===== src/sv/vlr_pkg.sv =====
// Shared constants for the voxel line rasterizer.
`default_nettype none

package vlr_pkg;

  // Default coordinate width and fixed colour width.
  localparam int unsigned COORD_BITS_DEF = 6;
  localparam int unsigned COLOR_BITS     = 8;

  // Entries in the queue between the front and the walker.
  localparam int unsigned QUEUE_DEPTH    = 2;

  // Codes for the driving axis.
  localparam logic [1:0] AXIS_X = 2'd0;
  localparam logic [1:0] AXIS_Y = 2'd1;
  localparam logic [1:0] AXIS_Z = 2'd2;

endpackage

`default_nettype wire


===== src/sv/vlr_front.sv =====
// Front end: takes a line request apart into magnitudes, directions, axes and error seeds.
`default_nettype none

module vlr_front
  import vlr_pkg::*;
#(
  parameter int unsigned COORD_BITS = COORD_BITS_DEF
) (
  input  wire logic [COORD_BITS-1:0]   start_x_i,
  input  wire logic [COORD_BITS-1:0]   start_y_i,
  input  wire logic [COORD_BITS-1:0]   start_z_i,
  input  wire logic [COORD_BITS-1:0]   end_x_i,
  input  wire logic [COORD_BITS-1:0]   end_y_i,
  input  wire logic [COORD_BITS-1:0]   end_z_i,
  output logic      [2:0]              neg_o,
  output logic      [COORD_BITS-1:0]   amaj_o,
  output logic      [COORD_BITS-1:0]   amin_a_o,
  output logic      [COORD_BITS-1:0]   amin_b_o,
  output logic      [1:0]              major_o,
  output logic signed [COORD_BITS+2:0] err_a_o,
  output logic signed [COORD_BITS+2:0] err_b_o
);

  logic [COORD_BITS-1:0] ax, ay, az;
  logic                  x_maj, y_maj;

  // Direction and magnitude of each axis delta.
  always_comb begin
    neg_o[0] = end_x_i < start_x_i;
    neg_o[1] = end_y_i < start_y_i;
    neg_o[2] = end_z_i < start_z_i;
    ax = neg_o[0] ? (start_x_i - end_x_i) : (end_x_i - start_x_i);
    ay = neg_o[1] ? (start_y_i - end_y_i) : (end_y_i - start_y_i);
    az = neg_o[2] ? (start_z_i - end_z_i) : (end_z_i - start_z_i);
  end

  // Driving axis: largest magnitude, ties going to x and then to y.
  always_comb begin
    x_maj = (ax >= ay) && (ax >= az);
    y_maj = !x_maj && (ay >= az);
    if (x_maj) begin
      major_o  = AXIS_X;
      amaj_o   = ax;
      amin_a_o = ay;
      amin_b_o = az;
    end else if (y_maj) begin
      major_o  = AXIS_Y;
      amaj_o   = ay;
      amin_a_o = ax;
      amin_b_o = az;
    end else begin
      major_o  = AXIS_Z;
      amaj_o   = az;
      amin_a_o = ay;
      amin_b_o = ax;
    end
  end

  // Initial error terms are twice the minor delta less the major delta.
  always_comb begin
    err_a_o = $signed({2'b00, amin_a_o, 1'b0}) - $signed({3'b000, amaj_o});
    err_b_o = $signed({2'b00, amin_b_o, 1'b0}) - $signed({3'b000, amaj_o});
  end

endmodule

`default_nettype wire


===== src/sv/vlr_queue.sv =====
// Small flip-flop queue that decouples the front end from the walker.
`default_nettype none

module vlr_queue
  import vlr_pkg::*;
#(
  parameter int unsigned WIDTH = 8,
  parameter int unsigned DEPTH = QUEUE_DEPTH
) (
  input  wire logic             clk_i,
  input  wire logic             rst_ni,
  input  wire logic             push_i,
  input  wire logic [WIDTH-1:0] wdata_i,
  input  wire logic             pop_i,
  output logic      [WIDTH-1:0] rdata_o,
  output logic                  full_o,
  output logic                  empty_o
);

  localparam int unsigned PTR_W = (DEPTH > 1) ? $clog2(DEPTH) : 1;
  localparam int unsigned CNT_W = $clog2(DEPTH + 1);

  logic [WIDTH-1:0] mem_q [DEPTH];
  logic [PTR_W-1:0] wr_ptr_q, wr_ptr_d;
  logic [PTR_W-1:0] rd_ptr_q, rd_ptr_d;
  logic [CNT_W-1:0] count_q, count_d;
  logic             do_push, do_pop;

  assign full_o  = count_q == CNT_W'(DEPTH);
  assign empty_o = count_q == '0;
  assign do_push = push_i && !full_o;
  assign do_pop  = pop_i && !empty_o;
  assign rdata_o = mem_q[rd_ptr_q];

  // Pointer and fill count update.
  always_comb begin
    wr_ptr_d = wr_ptr_q;
    rd_ptr_d = rd_ptr_q;
    count_d  = count_q;
    if (do_push) begin
      wr_ptr_d = (wr_ptr_q == PTR_W'(DEPTH - 1)) ? '0 : wr_ptr_q + 1'b1;
    end
    if (do_pop) begin
      rd_ptr_d = (rd_ptr_q == PTR_W'(DEPTH - 1)) ? '0 : rd_ptr_q + 1'b1;
    end
    if (do_push && !do_pop) begin
      count_d = count_q + 1'b1;
    end else if (do_pop && !do_push) begin
      count_d = count_q - 1'b1;
    end
  end

  always_ff @(posedge clk_i or negedge rst_ni) begin
    if (!rst_ni) begin
      wr_ptr_q <= '0;
      rd_ptr_q <= '0;
      count_q  <= '0;
    end else begin
      wr_ptr_q <= wr_ptr_d;
      rd_ptr_q <= rd_ptr_d;
      count_q  <= count_d;
    end
  end

  // Entry storage needs no reset.
  always_ff @(posedge clk_i) begin
    if (do_push) begin
      mem_q[wr_ptr_q] <= wdata_i;
    end
  end

endmodule

`default_nettype wire


===== src/sv/vlr_walk.sv =====
// Walker: steps queued lines one voxel per cycle unless a result is held.
`default_nettype none

module vlr_walk
  import vlr_pkg::*;
#(
  parameter int unsigned COORD_BITS = COORD_BITS_DEF
) (
  input  wire logic                      clk_i,
  input  wire logic                      rst_ni,
  // Job side
  input  wire logic                      job_valid_i,
  output logic                           job_pop_o,
  input  wire logic [COORD_BITS-1:0]     px_i,
  input  wire logic [COORD_BITS-1:0]     py_i,
  input  wire logic [COORD_BITS-1:0]     pz_i,
  input  wire logic [2:0]                neg_i,
  input  wire logic [COORD_BITS-1:0]     amaj_i,
  input  wire logic [COORD_BITS-1:0]     amin_a_i,
  input  wire logic [COORD_BITS-1:0]     amin_b_i,
  input  wire logic [1:0]                major_i,
  input  wire logic signed [COORD_BITS+2:0] err_a_i,
  input  wire logic signed [COORD_BITS+2:0] err_b_i,
  input  wire logic [COLOR_BITS-1:0]     color_i,
  // Result side
  output logic                           empty_o,
  input  wire logic                      pop_i,
  output logic [COORD_BITS-1:0]          voxel_x_o,
  output logic [COORD_BITS-1:0]          voxel_y_o,
  output logic [COORD_BITS-1:0]          voxel_z_o,
  output logic [COLOR_BITS-1:0]          voxel_color_o,
  output logic                           last_o
);

  localparam int unsigned ERR_W = COORD_BITS + 3;

  logic                    busy_q, busy_d;
  logic                    out_valid_q, out_valid_d;
  logic [COORD_BITS-1:0]   px_q, py_q, pz_q, px_d, py_d, pz_d;
  logic [COORD_BITS-1:0]   rem_q, rem_d;
  logic signed [ERR_W-1:0] err_a_q, err_b_q, err_a_d, err_b_d;
  logic [2:0]              neg_q;
  logic [COORD_BITS-1:0]   amaj_q, amin_a_q, amin_b_q;
  logic [1:0]              major_q;
  logic [COLOR_BITS-1:0]   color_q;
  logic                    load, adv, at_end;
  logic                    step_a, step_b, step_x, step_y, step_z;
  logic signed [ERR_W-1:0] two_maj, two_min_a, two_min_b;

  assign load      = !busy_q && job_valid_i;
  assign adv       = busy_q && (!out_valid_q || pop_i);
  assign at_end    = rem_q == '0;
  assign job_pop_o = load;
  assign empty_o   = !out_valid_q;

  // Minor axes step when their error term is positive.
  always_comb begin
    step_a    = !err_a_q[ERR_W-1] && (err_a_q != '0);
    step_b    = !err_b_q[ERR_W-1] && (err_b_q != '0);
    two_maj   = $signed({2'b00, amaj_q, 1'b0});
    two_min_a = $signed({2'b00, amin_a_q, 1'b0});
    two_min_b = $signed({2'b00, amin_b_q, 1'b0});
    step_x    = (major_q == AXIS_X) || ((major_q == AXIS_Y) && step_a) ||
                ((major_q == AXIS_Z) && step_b);
    step_y    = (major_q == AXIS_Y) ||
                (((major_q == AXIS_X) || (major_q == AXIS_Z)) && step_a);
    step_z    = (major_q == AXIS_Z) ||
                (((major_q == AXIS_X) || (major_q == AXIS_Y)) && step_b);
  end

  // Next walk state: load a new job, or emit a voxel and advance, going idle after the last.
  always_comb begin
    busy_d      = busy_q;
    out_valid_d = out_valid_q;
    px_d        = px_q;
    py_d        = py_q;
    pz_d        = pz_q;
    rem_d       = rem_q;
    err_a_d     = err_a_q;
    err_b_d     = err_b_q;
    if (pop_i) begin
      out_valid_d = 1'b0;
    end
    if (load) begin
      busy_d  = 1'b1;
      px_d    = px_i;
      py_d    = py_i;
      pz_d    = pz_i;
      rem_d   = amaj_i;
      err_a_d = err_a_i;
      err_b_d = err_b_i;
    end else if (adv) begin
      out_valid_d = 1'b1;
      if (at_end) begin
        busy_d = 1'b0;
      end else begin
        rem_d   = rem_q - 1'b1;
        err_a_d = err_a_q + two_min_a - (step_a ? two_maj : '0);
        err_b_d = err_b_q + two_min_b - (step_b ? two_maj : '0);
        if (step_x) begin
          px_d = neg_q[0] ? px_q - 1'b1 : px_q + 1'b1;
        end
        if (step_y) begin
          py_d = neg_q[1] ? py_q - 1'b1 : py_q + 1'b1;
        end
        if (step_z) begin
          pz_d = neg_q[2] ? pz_q - 1'b1 : pz_q + 1'b1;
        end
      end
    end
  end

  // Control state.
  always_ff @(posedge clk_i or negedge rst_ni) begin
    if (!rst_ni) begin
      busy_q      <= 1'b0;
      out_valid_q <= 1'b0;
    end else begin
      busy_q      <= busy_d;
      out_valid_q <= out_valid_d;
    end
  end

  // Walk datapath and the job held for the current line.
  always_ff @(posedge clk_i) begin
    px_q    <= px_d;
    py_q    <= py_d;
    pz_q    <= pz_d;
    rem_q   <= rem_d;
    err_a_q <= err_a_d;
    err_b_q <= err_b_d;
    if (load) begin
      neg_q    <= neg_i;
      amaj_q   <= amaj_i;
      amin_a_q <= amin_a_i;
      amin_b_q <= amin_b_i;
      major_q  <= major_i;
      color_q  <= color_i;
    end
  end

  // Result register, written with the voxel at the current position.
  always_ff @(posedge clk_i) begin
    if (adv) begin
      voxel_x_o     <= px_q;
      voxel_y_o     <= py_q;
      voxel_z_o     <= pz_q;
      voxel_color_o <= color_q;
      last_o        <= at_end;
    end
  end

endmodule

`default_nettype wire


===== src/sv/voxel_line_rasterizer.sv =====
// Top level of the 3D line rasterizer: front end, job queue and walker.
//
//   Channel   Handshake          Payload
//   request   push / full        start_x_i start_y_i start_z_i end_x_i end_y_i end_z_i color_i
//   voxel     empty / pop        voxel_x_o voxel_y_o voxel_z_o voxel_color_o last_o
//
// A line with largest axis delta D gives D+1 voxels, one per cycle from the walker
// unless a held result stalls it. The walker loads each job in a step of its own and
// takes no new job until the last voxel is out, which sets the sustained request rate.
// Requests are classified in the cycle they are taken and wait in a two-entry queue.
// Reset empties the queue, idles the walker and marks the result register empty.
// A held result stalls only the walker; requests keep entering until the queue fills.
`default_nettype none

module voxel_line_rasterizer
  import vlr_pkg::*;
#(
  parameter int unsigned COORD_BITS = COORD_BITS_DEF
) (
  input  wire logic                  clk_i,
  input  wire logic                  rst_ni,
  input  wire logic                  push,
  output logic                       full,
  input  wire logic [COORD_BITS-1:0] start_x_i,
  input  wire logic [COORD_BITS-1:0] start_y_i,
  input  wire logic [COORD_BITS-1:0] start_z_i,
  input  wire logic [COORD_BITS-1:0] end_x_i,
  input  wire logic [COORD_BITS-1:0] end_y_i,
  input  wire logic [COORD_BITS-1:0] end_z_i,
  input  wire logic [COLOR_BITS-1:0] color_i,
  output logic                       empty,
  input  wire logic                  pop,
  output logic [COORD_BITS-1:0]      voxel_x_o,
  output logic [COORD_BITS-1:0]      voxel_y_o,
  output logic [COORD_BITS-1:0]      voxel_z_o,
  output logic [COLOR_BITS-1:0]      voxel_color_o,
  output logic                       last_o
);

  localparam int unsigned ERR_W = COORD_BITS + 3;

  typedef struct packed {
    logic [COLOR_BITS-1:0]   color;
    logic signed [ERR_W-1:0] err_b;
    logic signed [ERR_W-1:0] err_a;
    logic [1:0]              major;
    logic [COORD_BITS-1:0]   amin_b;
    logic [COORD_BITS-1:0]   amin_a;
    logic [COORD_BITS-1:0]   amaj;
    logic [2:0]              neg;
    logic [COORD_BITS-1:0]   pz;
    logic [COORD_BITS-1:0]   py;
    logic [COORD_BITS-1:0]   px;
  } job_t;

  job_t wr_job, rd_job;
  logic q_full, q_empty, q_pop;

  // Classify the incoming request.
  vlr_front #(
    .COORD_BITS(COORD_BITS)
  ) u_front (
    .start_x_i (start_x_i),
    .start_y_i (start_y_i),
    .start_z_i (start_z_i),
    .end_x_i   (end_x_i),
    .end_y_i   (end_y_i),
    .end_z_i   (end_z_i),
    .neg_o     (wr_job.neg),
    .amaj_o    (wr_job.amaj),
    .amin_a_o  (wr_job.amin_a),
    .amin_b_o  (wr_job.amin_b),
    .major_o   (wr_job.major),
    .err_a_o   (wr_job.err_a),
    .err_b_o   (wr_job.err_b)
  );

  assign wr_job.px    = start_x_i;
  assign wr_job.py    = start_y_i;
  assign wr_job.pz    = start_z_i;
  assign wr_job.color = color_i;
  assign full         = q_full;

  // Queue of classified jobs.
  vlr_queue #(
    .WIDTH($bits(job_t)),
    .DEPTH(QUEUE_DEPTH)
  ) u_queue (
    .clk_i   (clk_i),
    .rst_ni  (rst_ni),
    .push_i  (push),
    .wdata_i (wr_job),
    .pop_i   (q_pop),
    .rdata_o (rd_job),
    .full_o  (q_full),
    .empty_o (q_empty)
  );

  // Walk each line out voxel by voxel.
  vlr_walk #(
    .COORD_BITS(COORD_BITS)
  ) u_walk (
    .clk_i         (clk_i),
    .rst_ni        (rst_ni),
    .job_valid_i   (!q_empty),
    .job_pop_o     (q_pop),
    .px_i          (rd_job.px),
    .py_i          (rd_job.py),
    .pz_i          (rd_job.pz),
    .neg_i         (rd_job.neg),
    .amaj_i        (rd_job.amaj),
    .amin_a_i      (rd_job.amin_a),
    .amin_b_i      (rd_job.amin_b),
    .major_i       (rd_job.major),
    .err_a_i       (rd_job.err_a),
    .err_b_i       (rd_job.err_b),
    .color_i       (rd_job.color),
    .empty_o       (empty),
    .pop_i         (pop),
    .voxel_x_o     (voxel_x_o),
    .voxel_y_o     (voxel_y_o),
    .voxel_z_o     (voxel_z_o),
    .voxel_color_o (voxel_color_o),
    .last_o        (last_o)
  );

`ifndef NO_ASSERTIONS
  // The walker takes a job only when the queue holds one.
  a_pop_needs_job: assert property (@(posedge clk_i) disable iff (!rst_ni)
    q_pop |-> !q_empty)
    else $error("walker took a job from an empty queue");

  // A taken request is waiting in the queue on the next cycle.
  a_push_lands: assert property (@(posedge clk_i) disable iff (!rst_ni)
    (push && !full) |=> !q_empty)
    else $error("accepted request missing from the queue");

  // The queue cannot be full and empty at once.
  a_queue_flags: assert property (@(posedge clk_i) disable iff (!rst_ni)
    !(q_full && q_empty))
    else $error("queue reports full and empty together");
`endif

endmodule

`default_nettype wire

===== config.mk =====
export PLATFORM = sky130hd
export DESIGN_NAME = voxel_line_rasterizer
export DESIGN_NICKNAME = d
export VERILOG_FILES = /design/src/sv/vlr_pkg.sv /design/src/sv/vlr_front.sv /design/src/sv/vlr_queue.sv /design/src/sv/vlr_walk.sv /design/src/sv/voxel_line_rasterizer.sv
export SDC_FILE = /design/constraint.sdc
export NUM_CORES = 1
export LEC_CHECK = 0
export BUFFER_PORTS_ARGS = -buffer_cell sky130_fd_sc_hd__buf_4
export CORE_MARGIN = 1.5
export CORE_UTILIZATION = 63
export CTS_BUF_LIST = sky130_fd_sc_hd__clkbuf_8
export DETAILED_ROUTE_END_ITERATION = 7
export PLACE_DENSITY_LB_ADDON = 0.3
export SYNTH_ARGS = -nofsm -noshare
export SYNTH_HDL_FRONTEND = slang
export SYNTH_SLANG_ARGS = --single-unit

===== constraint.sdc =====
create_clock -name clk_i -period 5.4 [get_ports clk_i]
set_input_delay 0.54 -clock clk_i [delete_from_list [all_inputs] [get_ports clk_i]]
set_output_delay 0.54 -clock clk_i [all_outputs]
set_load 0.02 [all_outputs]

-- Yosys cells after proc, flatten, opt, wreduce, memory -nomap -nowiden
Memories as Yosys holds them, arrays and structs flattened.
Cells that the tools add are included.
- add/subtract/negate cells: 23
- reductions and logical operators: 46
- order comparisons: 6
- eq/ne operators: 4
- muxes and demuxes: 49
- operators with widths (kind ; count):
    6-bit two-way mux ; 27
    9-bit two-way mux ; 6
    6-bit subtractor ; 6
    6-bit by 1-bit subtractor with 6-bit output (second input constant) ; 4
    6-bit by 1-bit adder with 6-bit output (second input constant) ; 3
    9-bit by 7-bit adder with 9-bit output ; 2
    6-bit greater-or-equal comparator ; 3
    6-bit less-than comparator ; 3
    9-bit nonzero test ; 2
    9-bit subtractor ; 2
    7-bit by 6-bit subtractor with 8-bit output ; 2
    1-bit logical AND ; 14
    7-bit two-way mux ; 2
    2-bit nonzero test ; 6
    1-bit two-way mux ; 10
    1-bit zero test ; 9
    3-bit AND reduction ; 3
    2-bit two-way mux ; 4
    1-bit logical OR ; 7
    6-bit zero test ; 1
    2-bit == test (second input constant) ; 2
    2-bit zero test ; 2
    2-bit AND reduction ; 2
    1-bit adder (second input constant) ; 2
    other kinds (4) ; 4
- flip-flop bits (word level): 106
- output and inout bits: 29
- memories kept: 1
- input bits: 48
- word-level logic and storage cells: 151
- bits in writable memories: 134
- memories (memory ; depth ; width ; rd ports ; clocked after memory_dff ; write ports ; RTL line ; text):
    u_queue.mem_q ; 2 ; 67 ; 1 ; 0 ; 1 ; vlr_queue.sv:23 ; logic [WIDTH-1:0] mem_q [DEPTH];

-- Longest topological paths before layout
Gate-level depths: netlist (run 1).
- word-level depth: 9
- depth in mapped cells: 29

-- Modules after synthesis
From an unflattened synthesis (run 1), not the netlist that was laid out.
- cells, all modules: 1072
- area, all modules: 13451.7 um^2
- modules (own cells, without submodules) (module ; instances ; seq. area each (um^2) ; cells each ; area each (um^2)):
    vlr_walk ; 1 ; 3052.9 ; 459 ; 5401.4
    vlr_queue ; 1 ; 4124.0 ; 228 ; 5122.4
    vlr_front ; 1 ; 0.0 ; 384 ; 2924.1
    voxel_line_rasterizer ; 1 ; 0.0 ; 1 ; 3.8

-- Worst setup path after synthesis (run 1)
OpenSTA, ideal clock, no wires.
- path type: input-to-reg
- start: in end_x_i[0]
- end: mem u_queue.mem_q[0][58] in the netlist's numbering (data pin)
- setup slack: -0.561 ns
- arrival time: 5.777 ns
- buffers on the path: 0
- library setup time: 0.184 ns
- stages on the path: 24
- path through: inv_1 ha_1 inv_1 fa_1 a211o_1 a21o_1 a21oi_4 mux2_2 or3_1 and2_1 ha_1 nand3_1 o21ai_0 nand2_2 nand2_1 inv_2 a21oi_1 ha_1 and3_1 a32oi_1 o311ai_0 a21o_1 maj3_1 a211oi_1
- cells in the longest elaborated chain, start to end: 9
- RTL lines (element ; RTL line ; text):
    start, declared ; voxel_line_rasterizer.sv:27 ; input wire logic [COORD_BITS-1:0] end_x_i,
    6-bit less-than comparator * ; vlr_front.sv:29 ; neg_o[0] = end_x_i < start_x_i;
    named net u_front.neg_o[0] ; vlr_front.sv:15 ; output logic [2:0] neg_o,
    6-bit two-way mux * ; vlr_front.sv:32 ; ax = neg_o[0] ? (start_x_i - end_x_i) : (end_x_i - start_x_i);
    6-bit greater-or-equal comparator ; vlr_front.sv:39 ; x_maj = (ax >= ay) && (ax >= az);
    1-bit logical AND ; vlr_front.sv:39 ;
    1-bit zero test ; vlr_front.sv:40 ; y_maj = !x_maj && (ay >= az);
    1-bit logical AND ; vlr_front.sv:40 ;
    6-bit two-way mux ; vlr_front.sv:46 ; end else if (y_maj) begin
    6-bit two-way mux * ; vlr_front.sv:41 ; if (x_maj) begin
    named net u_front.amin_b_o[0] ; vlr_front.sv:18 ; output logic [COORD_BITS-1:0] amin_b_o,
    7-bit by 6-bit subtractor with 8-bit output * ; vlr_front.sv:62 ; err_b_o = $signed({2'b00, amin_b_o, 1'b0}) - $signed({3'b000, amaj_o});
    named net u_front.err_b_o[7] ; vlr_front.sv:21 ; output logic signed [COORD_BITS+2:0] err_b_o
    end, declared ; vlr_queue.sv:23 ;
The timed path passes the listed nets; every way through them passes the cells marked *.

-- Final worst setup path (run 1)
- start: in end_x_i[0]
- end: mem u_queue.mem_q[1][49] in the netlist's numbering (data pin)
- cells in the longest elaborated chain, start to end: 9
- RTL lines (element ; RTL line ; text):
    6-bit subtractor / 6-bit less-than comparator (equally long branches) ; vlr_front.sv:32, vlr_front.sv:29 ;
    6-bit two-way mux * ; vlr_front.sv:32 ;
    6-bit greater-or-equal comparator ; vlr_front.sv:39 ;
    1-bit logical AND ; vlr_front.sv:39 ;
    1-bit zero test ; vlr_front.sv:40 ;
    1-bit logical AND ; vlr_front.sv:40 ;
    6-bit two-way mux ; vlr_front.sv:46 ;
    6-bit two-way mux ; vlr_front.sv:41 ;
    7-bit by 6-bit subtractor with 8-bit output * ; vlr_front.sv:61 ; err_a_o = $signed({2'b00, amin_a_o, 1'b0}) - $signed({3'b000, amaj_o});
    named net u_front.err_a_o[7] ; vlr_front.sv:20 ; output logic signed [COORD_BITS+2:0] err_a_o,
Marks and branches as above.

==> results of run 1 <==
registers in the layout, indices dropped and copies added (netlist names), 2 cells and up:
register              flops
u_walk.voxel_x_o          6
u_walk.voxel_z_o          6
u_walk.err_b_q            9
u_walk.voxel_y_o          6
u_walk.major_q            2
u_walk.rem_q              6
u_walk.py_q               6
u_queue.mem_q           126
u_walk.color_q            8
u_walk.err_a_q            8
u_walk.amin_a_q           6
u_walk.neg_q              3
u_walk.voxel_color_o      8
u_walk.px_q               6
u_walk.pz_q               6
u_walk.amaj_q             6
u_walk.amin_b_q           6
u_queue.count_q           2
layer usage:
metal	global-route usage (%)	share of wire [%]	wire length, µm
met4	8.75	2.3	632
met2	47.7	49	13800
met5	0	0	0
met3	4.93	6.3	1760
met1	36.8	42	11800
kinds of logic after synthesis:
| logic type | count (synthesis) |
|---|---|
| DFF | 231 |
| buffers and inverters | 171 |
| AOI/OAI and AO/OA | 204 |
| and+or+nand+nor | 162 |
| xor gates and xnor gates | 52 |
| adders and majority gates | 113 |
| muxes | 71 |
layout make-up:
class,instances,area (µm²)
Tap cell,265,332
Multi-Input combinational cell,602,5060
Sequential cell,231,6910
Inverter,151,572
Clock buffer,38,523
Fill cell,1199,4570
Clock inverter,28,179
Timing Repair Buffer,176,1320
per-stage QoR:
stage | cells | setup TNS (ps) | power, W | instance area (µm²)
floorplan | 1004 | 0 | 0.00560 | 12600
global placement | 1423 | -503 | 0.00679 | 14200
detailed placement | 1423 | -1800 | 0.00700 | 14200
CTS | 1490 | 0 | 0.00853 | 14900
global route | 1491 | -52.3 | 0.00908 | 14900
finish | 1491 | 0 | 0.00856 | 14900
worst paths after layout:
path / to / slack, ps / from
max: u_queue.mem_q[1][49]$_DFFE_PP_ / 250 / end_x_i[0]
min: u_queue.mem_q[1][63]$_DFFE_PP_ / 180 / color_i[4]
max reg2reg: u_walk.err_b_q[8]$_DFFE_PP_ / 1460 / u_walk.err_b_q[1]$_DFFE_PP_
min reg2reg: u_walk.voxel_color_o[2]$_DFFE_PP_ / 410 / u_walk.color_q[2]$_DFFE_PP_
max in group asynchronous: u_queue.rd_ptr_q$_DFFE_PN0P_ / 4920 / rst_ni
min in group asynchronous: u_walk.busy_q$_DFFE_PN0P_ / 350 / rst_ni
worst register-to-register path: stages (launching register included):
cell	delay, ps
edfxtp_1	400
nor4_1	450
a21oi_1	330
and2_1	280
fa_1	480
inv_1	70
ha_1	290
nor2b_1	140
o21ai_0	240
a21oi_1	120
o21ai_0	210
a21boi_0	160
o21a_1	210
o211ai_1	150
o311ai_0	140
power breakdown:
part           internal [W]  switching, W
logic               0.00183       0.00217
registers           0.00288      0.000241
clock network      0.000759      0.000687
synthesized netlist by cell type (all sizes together), types with 11 or more instances:
master | count | area [µm²]
xnor2 | 29 | 254
a21oi | 69 | 357
a211oi | 11 | 82.6
nor2b | 14 | 87.6
mux2i | 34 | 340
nand2b | 12 | 75.1
nor2 | 36 | 135
nand3 | 12 | 60.1
fa | 25 | 500
mux2 | 37 | 417
nand2 | 43 | 166
a21o | 25 | 189
o21ai | 46 | 230
xor2 | 23 | 201
and2 | 17 | 109
inv | 150 | 563
clkbuf | 14 | 52.6
edfxtp | 225 | 6760
ha | 87 | 1090
layout by cell type, fill, tap and decap left out, drive strengths merged, types with 3 or more instances in the layout:
cell type    n
nand2b      12
nand3       12
clkinv      10
edfxtp     225
a31oi        7
xnor2       29
buf        175
inv        167
a21boi       4
dfrtp        6
nor3         5
o21bai       4
o211ai       5
o31ai        3
xor2        23
nor4         4
ha          87
nor2b       14
or2          4
nor2        36
nand2       43
and3         4
mux2        37
a21o        25
o311ai       3
and2        17
clkbuf      38
or3          3
o21ai       46
a211oi      11
mux2i       34
a211o        3
fa          25
a21oi       69
o21a         7
timing repair:
action,in CTS,in global routing
buffers inserted,0,1
hold endpoints to repair,6,0
gates resized for setup,0,6
endpoints found under the setup margin,0,10
hold buffers,1,0
==> run metrics, run 1 <==
final-report hold violation count 0; CTS Buf Count 37; post-synthesis mux area share a little over 6%; number of synthesized register bits around 230; die boundary width ~140 µm; Vias/cell approximately 5.7; slowest stage delay, CP roughly 500 ps; number of buffers and inverters on the critical path 6; overall global routing resource usage 28.0%; actual slew at the worst max-slew pin 1100 ps; I/O pins 77; maximum number of pins on one net before global-route repair between 70 and 80; row count 51; drt initial violations 580; kind of launch point of the worst setup path primary input; Synth Cell Area roughly 12000 µm²; Inserted Diodes 0; CP delay by family, top compound AO/OA/AOI/OAI gates; initial antenna violation count 0; Syn Area/Cell ~12 µm²; Floorplan Core Area 19500 µm²; sequential area share after synthesis 55.4%; Crit-path slowest cell a222oi_1; router iterations before antenna repair 5; final antenna-violating net count 0; number of cells on the worst reg-to-reg path 14; tightest hold margin about 180 ps; Hold/Removal Path Class primary input to flop; maximum VDD drop 0.000278 V; library cells used by synthesis 61; fraction of layout cells with a size suffix above 1 around a quarter; Synth Warn # 0; max-slew violation count 0; clock insertion delay at the later pin of the skew report approximately 540 ps; final critical-path share of the clock period a little over nine tenths; post-synthesis net count 1164; final weighted congestion in routability-driven placement slightly above 0.9; Setup crit end kind flop; Power Dens Cells roughly 580 nW/µm²; Worst path depth 24; EDFF count, synth between 200 and 250; Post-synth ARST share under 10%; required time reported for the critical path endpoint 5800 ps; crit path setup slack, layout approximately 250 ps; # clock sinks ~230; synthesized-area fraction occupied by and/or/nand/nor cells under 10%; dominant combinational cell family by area after synthesis adder cells; xor/xnor cell area share of the yosys netlist between 3 and 4%; die height approximately 140 µm; count of H-tree levels built during CTS 2; count of cells along the worst hold path 1; cell at the root of the clock tree clkbuf_8; area fraction in compound gates after synthesis around 10%; leakage dissipation roughly 6.4 nW; arrival time at the worst endpoint about 5600 ps; clock-pin slew on the worst setup and hold paths 60 ps; clock tree from TritonCTS built; maximum clock skew at final layout between 20 and 25 ps; Max clock buf depth 3; via count of the first global-routing pass roughly 8600; Die ar. 20600 µm²; first-pass GRT wire length between 40000 and 50000 µm; outcome finished, final reports clean; per-cell routed wire length 18.8 µm; maximum capacitance violations 0; largest fanout on the critical path 7; signed area change from the synthesized netlist to the final layout 19.5%; number of setup violations in the final report 0; share of synthesized cell area in full adder, half adder and majority cells around an eighth; most frequently used flop master after synthesis edfxtp_1; Max Fclk 194 MHz; Setup WS pre-CTS -266 ps; Net count, final ~1400; final core occ roughly three quarters; count of unresolved DRC violations after routing 0; IO buf count 76; relative max-transition margin between 20% and 30%; Initial Utilization between 60 and 70%; cells after synthesis 1004; Congestion Overflow GR 0; Min Clock Period, post-route between 5000 and 6000 ps; total number of vias approximately 8500; DPL Wire Length between 15000 and 20000 µm; cells along the critical path buf_4 > inv_2 > ha_4 > inv_2 > fa_2 > a211o_1 > a21o_1 > a2111oi_1 > a311oi_1 > or3_4 > and2_4 > ha_4 > nand3_2 > o21ai_2 > nand2_4 > buf_4 > nand2_2 > inv_2 > a222oi_1 > ha_1 > a21oi_1 > o21ai_0 > a211oi_1 > buf_4; Crit Path Class primary input to flop; Routed WL roughly 28000 µm
(Power assumes the default switching activity.)
==> run 2, diff against run 1 <==
--- a/config.mk
+++ b/config.mk
@@ -6,8 +6,10 @@
 export NUM_CORES = 1
 export LEC_CHECK = 0
 export BUFFER_PORTS_ARGS = -buffer_cell sky130_fd_sc_hd__buf_4
+export CELL_PAD_IN_SITES_DETAIL_PLACEMENT = 0
+export CELL_PAD_IN_SITES_GLOBAL_PLACEMENT = 1
 export CORE_MARGIN = 1.5
-export CORE_UTILIZATION = 63
+export CORE_UTILIZATION = 52
 export CTS_BUF_LIST = sky130_fd_sc_hd__clkbuf_8
 export DETAILED_ROUTE_END_ITERATION = 7
 export PLACE_DENSITY_LB_ADDON = 0.3
==> run metrics, run 2 (synthesis gave the netlist of run 1 again) <==
maximum VDD drop 0.000258 V (-7.3%); cell at the root of the clock tree clkbuf_8; Critical R2R Capture u_walk.err_b_q[8]$_DFFE_PP_; Net count, final 1369 (+0.74%); Min Clock Period, post-route 5090 ps (-53.1 ps); clock-pin slew on the worst setup and hold paths 60 ps (about the same); Logic pwr share 46.2% (-0.5 points); unrepaired setup endpoints after global routing false; number of cells on the worst reg-to-reg path 14 (unchanged); final core occ 64.1% (-12 points); final critical-path share of the clock period 94.3% (-0.98 points); maximum number of pins on one net before global-route repair 64 (-14%); leakage dissipation 6.39 nW (+0.47%); total number of vias 8068 (-4.7%); maximum clock skew at final layout 31.9 ps (+8.24 ps); via count of the first global-routing pass 8132 (-5.1%); count of unresolved DRC violations after routing 0 (unchanged); IO buf count 76 (unchanged); clock tree from TritonCTS built; actual slew at the worst max-slew pin 1100 ps (-8.24 ps); final-report hold violation count 0 (unchanged); Inserted Diodes 0 (unchanged); tightest hold margin 189 ps (+8.13 ps); count of H-tree levels built during CTS 2 (unchanged); clock insertion delay at the later pin of the skew report 530 ps (about the same); Crit-path slowest cell a2111oi_1; kind of launch point of the worst setup path primary input; Hold/Removal Path Class primary input to flop; registers with the most flip-flops u_queue.mem_q: 126 flops, u_walk.err_b_q: 9 flops; Crit Path Class primary input to flop; fraction of power spent switching nets 35.0% (-1.2 points); number of setup violations in the final report 0 (unchanged); maximum capacitance violations 0 (unchanged); minimum setup slack among reg-to-reg paths 1480 ps (+20 ps); Max Fclk 196 MHz (+1.0%); router iterations before antenna repair 4 (-1); die boundary width 158 µm (+9.9%); most flop-heavy register u_queue.mem_q; placed cells 1488 (+4.6%); total negative setup slack 0 ps (unchanged); launch point of the worst reg-to-reg path u_walk.err_b_q[2]$_DFFE_PP_; required time reported for the critical path endpoint 5650 ps (-150 ps); initial antenna violation count 0 (unchanged); per-cell routed wire length 16.4 µm (-13%); Die ar. 24900 µm² (+21%); drt initial violations 499 (-14%); timing endpoint of the critical path u_queue.mem_q[0][55]$_DFFE_PP_; highest-count cells in the layout ignoring fill and taps 225 x edfxtp_1, 185 x buf_4, 155 x inv_1, 84 x ha_1, 63 x a21oi_1; first-pass GRT wire length 41300 µm (-5.2%); largest fanout on the critical path 7 (unchanged); Floorplan Core Area 23500 µm² (+21%); cell-internal power 0.00549 W (+0.45%); Congestion Overflow GR 0 (unchanged); critical path launch point end_x_i[0]; max-slew violation count 0 (unchanged); Total Power Consumption 0.00845 W (-1.4%); part of the power in registers 36.6% (+0.2 points); Routed WL 25500 µm (-8.9%); final antenna-violating net count 0 (unchanged); Initial Utilization 53.1% (-11 points); I/O pins 77 (unchanged); max FFs per register 126 (unchanged); row count 56 (+9.8%); CTS Buf Count 37 (unchanged); most common cell after layout, fill and taps aside edfxtp_1; slowest stage delay, CP 400 ps (-100 ps); arrival time at the worst endpoint 5340 ps (-210 ps); final weighted congestion in routability-driven placement 0.887 (-3.6%); DPL Wire Length 18800 µm (-2.7%); outcome finished, final reports clean; switching component of the power 0.00296 W (-4.6%); die height 158 µm (+9.9%); # clock sinks 231 (unchanged); Max clock buf depth 3 (unchanged); Power Dens Cells 561 nW/µm² (-2.4%); Post-CTS Repair Setup Buffers 0 (unchanged); signed area change from the synthesized netlist to the final layout 20.7%; part of the total power dissipated in the clock network 17.2% (+0.3 points); relative max-transition margin 26.8% (+0.55 points); Vias/cell 5.19 (-8.5%); count of non-filler cells in the finished layout 1554 (+4.2%); overall global routing resource usage 21.6% (-6.4 points); Setup crit end kind flop; fraction of layout cells with a size suffix above 1 25.5% (+0.71 points)
-- run 2: worst min path at each step --
stage / end / from / depth (start not counted)
finish: u_queue.mem_q[1][59]$_DFFE_PP_ / color_i[0] / 1
global route: u_queue.mem_q[0][59]$_DFFE_PP_ / color_i[0] / 1
CTS: u_queue.mem_q[1][59]$_DFFE_PP_ / color_i[0] / 1
detailed placement: u_queue.wr_ptr_q$_DFFE_PN0P_ / rst_ni / 1
global placement: u_queue.wr_ptr_q$_DFFE_PN0P_ / rst_ni / 1
floorplan: u_queue.count_q[0]$_DFFE_PN0P_ / rst_ni / 0
-- run 2: through the flow --
step	setup slack (ps)	instance area, µm²
floorplan	32.4	12600
detailed placement	-191	14300
CTS	318	15000
global placement	-122	14300
global route	3.55	15000
finish	306	15000
-- run 2: timing repair --
item                                    in CTS  in global routing
endpoints found under the setup margin       0                  8
hold buffers                                 1                  0
endpoints found under the hold margin        6                  0
resized for setup                            0                  4
-- run 2: critical path: cells and delay by family --
kind | cells | cell delay [ps]
AOI/OAI and AO/OA | 9 | 1840
adders and majority gates | 5 | 1370
xor gates and xnor gates | 1 | 160
buffers and inverters | 4 | 250
and+or+nand+nor | 7 | 1140
-- run 2: layout make-up --
class	count	area (µm²)
Sequential cell	231	6910
Tap cell	319	399
Timing Repair Buffer	186	1400
Clock buffer	37	509
Fill cell	1778	8430
Inverter	151	572
Clock inverter	28	208
Multi-Input combinational cell	602	5050
-- run 2: per-layer routing --
metal	wire [µm]	vias up	GRT usage [%]
met4	609	0	7.10
met3	1050	42	2.66
met5	0	-	0
met2	11800	170	35.1
met1	12000	3873	30.2
li1	-	3983	-
-- run 2: power groups by stage --
stage	Combinational [W]	Sequential, W	Clock (W)
after floorplan	0.00254	0.00306	0
after global placement	0.00378	0.00310	0
after detailed placement	0.00388	0.00313	0
after CTS	0.00391	0.00310	0.00149
after global routing	0.00434	0.00315	0.00156
final	0.00390	0.00309	0.00146
